## src/pfba_pkg.sv

```systemverilog
// pfba_pkg: shared types and constants for the page frame bitmap allocator.
// Holds the opcode codes, the transaction payload structs and the bitmap command struct.
// No dependencies.
package pfba_pkg;

  // Opcodes of an input transaction
  localparam logic [2:0] OP_ALLOC_ONE = 3'd0;
  localparam logic [2:0] OP_ALLOC_RUN = 3'd1;
  localparam logic [2:0] OP_ADD_REF   = 3'd2;
  localparam logic [2:0] OP_GET_REFS  = 3'd3;
  localparam logic [2:0] OP_FREE      = 3'd4;
  localparam logic [2:0] OP_RESERVE   = 3'd5;
  localparam logic [2:0] OP_RELEASE   = 3'd6;
  localparam logic [2:0] OP_ENABLE    = 3'd7;

  localparam int          PAGE_SHIFT = 12;
  localparam logic [11:0] PAGE_MASK  = 12'hFFF;
  localparam logic [12:0] FREE_MAX   = 13'h1FFF;
  localparam logic [15:0] REF_MAX    = 16'hFFFF;

  // What the frame walk does at each frame it visits
  typedef enum logic [2:0] {
    W_SCAN,
    W_CLAIM,
    W_SET,
    W_REL,
    W_SEED
  } walk_mode_t;

  typedef struct packed {
    logic [2:0]  opcode;
    logic [32:0] phys_address;
    logic [32:0] range_end_address;
    logic [12:0] run_length;
  } in_item_t;

  typedef struct packed {
    logic        ok;
    logic [31:0] frame_address;
    logic [15:0] ref_count;
    logic [12:0] free_count;
  } out_item_t;

  // Sequencer to bitmap store
  typedef struct packed {
    logic       load;
    logic       grab;
    logic       store;
    logic       set_bit;
    logic       clr_bit;
    logic [4:0] sel;
  } bm_cmd_t;

endpackage

```

## src/pfba_bitmap.sv

```systemverilog
// pfba_bitmap: used/free bitmap memory, one 32-bit row per 32 frames, with a working row
// register that the sequencer loads, edits bit by bit and writes back. Fills all ones after reset.
// Depends on pfba_pkg.
module pfba_bitmap #(
  parameter int FRAMES = 4096
) (
  input  logic             clk,
  input  logic             rst,
  input  pfba_pkg::bm_cmd_t cmd,
  input  logic [((FRAMES + 31) / 32 > 1 ? $clog2((FRAMES + 31) / 32) : 1) - 1:0] row,
  output logic             busy,
  output logic             bit_val
);

  localparam int WORDS  = (FRAMES + 31) / 32;
  localparam int WIDX_W = WORDS > 1 ? $clog2(WORDS) : 1;

  logic [31:0]       mem [WORDS];
  logic [31:0]       rdata;
  logic [31:0]       word;
  logic [WIDX_W-1:0] row_q;
  logic [WIDX_W-1:0] clr_row;

  // clearing pass: every frame starts out used
  always_ff @(posedge clk) begin
    if (rst) begin
      busy    <= 1'b1;
      clr_row <= '0;
    end else if (busy) begin
      clr_row <= clr_row + WIDX_W'(1);
      if (clr_row == WIDX_W'(WORDS - 1)) begin
        busy <= 1'b0;
      end
    end
  end

  // single write port, registered read
  always_ff @(posedge clk) begin
    if (busy) begin
      mem[clr_row] <= '1;
    end else if (cmd.store) begin
      mem[row_q] <= word;
    end
    if (cmd.load) begin
      rdata <= mem[row];
      row_q <= row;
    end
  end

  // working row
  always_ff @(posedge clk) begin
    if (cmd.grab) begin
      word <= rdata;
    end else if (cmd.set_bit) begin
      word[cmd.sel] <= 1'b1;
    end else if (cmd.clr_bit) begin
      word[cmd.sel] <= 1'b0;
    end
  end

  assign bit_val = word[cmd.sel];

endmodule
```

## config.mk

```make
export PLATFORM = sky130hd
export DESIGN_NAME = pfba_bitmap
export DESIGN_NICKNAME = d
export VERILOG_FILES = /design/src/pfba_pkg.sv /design/src/pfba_bitmap.sv
export SDC_FILE = /design/constraint.sdc
export NUM_CORES = 2
export LEC_CHECK = 0
export BUFFER_PORTS_ARGS = -buffer_cell sky130_fd_sc_hd__buf_2
export CORE_MARGIN = 2
export CORE_UTILIZATION = 60
export CTS_BUF_LIST = sky130_fd_sc_hd__clkbuf_4 sky130_fd_sc_hd__clkbuf_8
export DETAILED_ROUTE_END_ITERATION = 7
export HOLD_SLACK_MARGIN = 0.05
export PLACE_DENSITY_LB_ADDON = 0.25
export SYNTH_ARGS = -nofsm -noshare
export SYNTH_HDL_FRONTEND = slang
export SYNTH_SLANG_ARGS = --single-unit
```

## constraint.sdc

```tcl
create_clock -name clk -period 8.5 [get_ports clk]
set_clock_uncertainty 0.1 [all_clocks]
set_input_delay 1.7 -clock clk [delete_from_list [all_inputs] [get_ports clk]]
set_output_delay 1.7 -clock clk [all_outputs]
set_load 0.02 [all_outputs]
```

==> qor.yml <==
outcome: "finished clean"
final_cell_mix: "4167 x edfxtp_1, 1352 x mux4_2, 645 x clkbuf_8"
htree_levels: 6
drt_iter0_markers: 10793
start_util: 0.603
syn_nets: 6287
ff2ff_path_depth: 6
ctsResizeCount: 0
place.gp.congestion: 0.857
routed-via-count: 73019
min_period_ns: 5.74
ys_seq_area_frac: 0.786
dieArea_um2: 270000
final_nets: 6796
yosysUniqueCellTypes: 35
synth_warnings: 0
synth_area_leaders: "edfxtp_1 78%, mux4_2 19%, clkbuf_1 0.48%"
io_pins: 21
cts_tree: "yes"
antenna_found_initial: 37
fp.dieH_um: 519
critPathRequiredTime_ns: 9.12
rsz0062_at_grt: "false"
ir_drop_mv: 0.124
worstReg2RegStart: "busy$_SDFF_PP1_"
critPathCapture: "mem[61][27]$_DFFE_PP_"
synth_top_cell_by_area: "edfxtp_1"
critical_path_peak_fanout: 35
area_growth_pct: 11.4
cts_hold_buffers: 0
cts_num_sinks: 4175
arrival_ns: 6.36
synth_seq_cells: 4175
startpoint: "cmd[7]"
criticalPathCategory: "input port to register"
grt_pass1_vias: 73403
die_w_um: 519
crit_path_start_kind: "input port"
setup.worst_path.end_class: "register"
finalCritPeriodShare: 0.676
vias_per_cell: 6.75
overflow: 0
core_area_um2: 265000
portBuffers: 20
finalHoldViolations: 0
cts_root_buf: "clkbuf_8"
p_per_area_nw_per_um2: 224
drc: 0
setup_tns_ns: 0
fin_area_um2: 178000
grt_pass1_wl_um: 531000
clk_pin_slew_worst_paths_ns: 0.07
synth_area_per_cell_um2: 25.4
fp-row-count: 189
post-synth-top-area-fraction: 0.785
timing.rr.end: "mem[61][27]$_DFFE_PP_"
dpl.hpwl_um: 208000
cts_max_path_buffers: 4
syn_area_um2: 159000
drt-pass1-iter-count: 6
grt_start_max_net_pins: 105
r2r_slack_ns: 3.23
insertion_delay_ns: 1.05
hp-class: "register to register"
cap_violations: 0
grt_usage: 0.279
wl_per_cell_um: 34.5
cts_buffers: 630
postSynthCellCount: 6267
drive_above_1_share: 0.374
tightest_slew_ns: 1.47
cts_setup_buffers: 0
drtAntennaViolNets: 0
final_max_slew_viol_count: 0
setup_viol: 0
place_area_um2: 166000
wirelength_um: 373000
layout.cells.most_common: "edfxtp_1"
slew_headroom: 0.0153
clock.fmax_mhz: 174
leakagePower_nw: 52.6
critical path: stages:
cell	delay, ns
buf_2	0.27
nor2b_4	0.45
buf_4	0.81
mux2i_1	1.08
nand2_1	0.77
nor2_4	0.85
buf_4	0.35
metal layers:
| layer | GRT usage | up-vias | part of all wire |
|---|---|---|---|
| met3 | 0.0735 | 602 | 0.12 |
| met5 | 0 | - | 0.00012 |
| li1 | - | 28604 | - |
| met1 | 0.412 | 39552 | 0.38 |
| met2 | 0.419 | 4255 | 0.47 |
| met4 | 0.0871 | 6 | 0.029 |
synth_stat cells:
cell type and instances:
nor3_1 3, a21oi_1 34, or2_2 1, o31ai_1 2, nor2b_1 3, edfxtp_1 4167
buf_6 2, and3b_1 2, buf_4 3, o21ai_0 6, mux2i_1 6, a21o_1 1
a22oi_1 4, xnor2_1 1, nand2b_1 37, buf_1 59, nand4_1 11, clkbuf_1 202
buf_2 75, nand3_1 12, mux2_2 35, nand4bb_1 1, and3_1 1, or4b_2 2
a22o_1 32, ha_1 1, and2_1 1, xor2_1 3, mux4_2 1352, dfxtp_1 8
or3_1 2, or4bb_1 3, nor3b_1 5, nand2_1 21, nor2_1 169
sequential cells by signal, summed over array words and instances (netlist names), named ones only:
register	flops
busy	1
clr_row	7
mem	4096
rdata	32
row_q	7
through the flow:
step / utilization / setup slack (ns) / power, mW / hold slack, ns / instances
after floorplan: - / 3.39 / 23.9 / 0.392 / 6267
after detailed placement: 0.626 / 1.77 / 24.6 / 0.436 / 9677
final: 0.671 / 2.76 / 39.8 / 0.446 / 10812
after CTS: 0.671 / 2.88 / 40.0 / 0.441 / 10789
after global placement: 0.626 / 1.80 / 24.6 / 0.431 / 9677
after global routing: 0.671 / 2.71 / 40.9 / 0.461 / 10796
layout make-up:
type,count,area [µm²]
repair buffers,218,1970
fillers,15845,87100
clock inverters,271,1500
diodes,23,57.6
flip-flops and latches,4175,125000
clock buffers,841,10300
well taps,3533,4420
multi-input cells,1751,34000
power by group:
| part | leakage [nW] | internal [mW] | switching [mW] |
|---|---|---|---|
| registers | 35.7 | 22.4 | 0.0226 |
| logic | 10.6 | 0.780 | 0.976 |
| clock network | 6.27 | 8.20 | 7.47 |
worst min path at each step:
stage	to	slack (ns)	start	depth (start not counted)
floorplan	clr_row[6]$_SDFFE_PP0P_	0.39	clr_row[6]$_SDFFE_PP0P_	2
global placement	register	0.43	rdata[10]$_DFFE_PP_	1
detailed placement	register	0.44	rdata[4]$_DFFE_PP_	1
CTS	register	0.44	rdata[10]$_DFFE_PP_	1
global route	register	0.46	rdata[26]$_DFFE_PP_	1
finish	register	0.45	rdata[26]$_DFFE_PP_	1
kinds of logic after synthesis:
kind of cell	Yosys count	share of synthesized area
flops	4175	0.786
mux	1393	0.194
buf+inv	341	0.00878
simple gates	274	0.00790
compound gates	79	0.00334
xor+xnor	4	0.000220
fa+ha+maj	1	0.0000785
(Power assumes the default switching activity.)
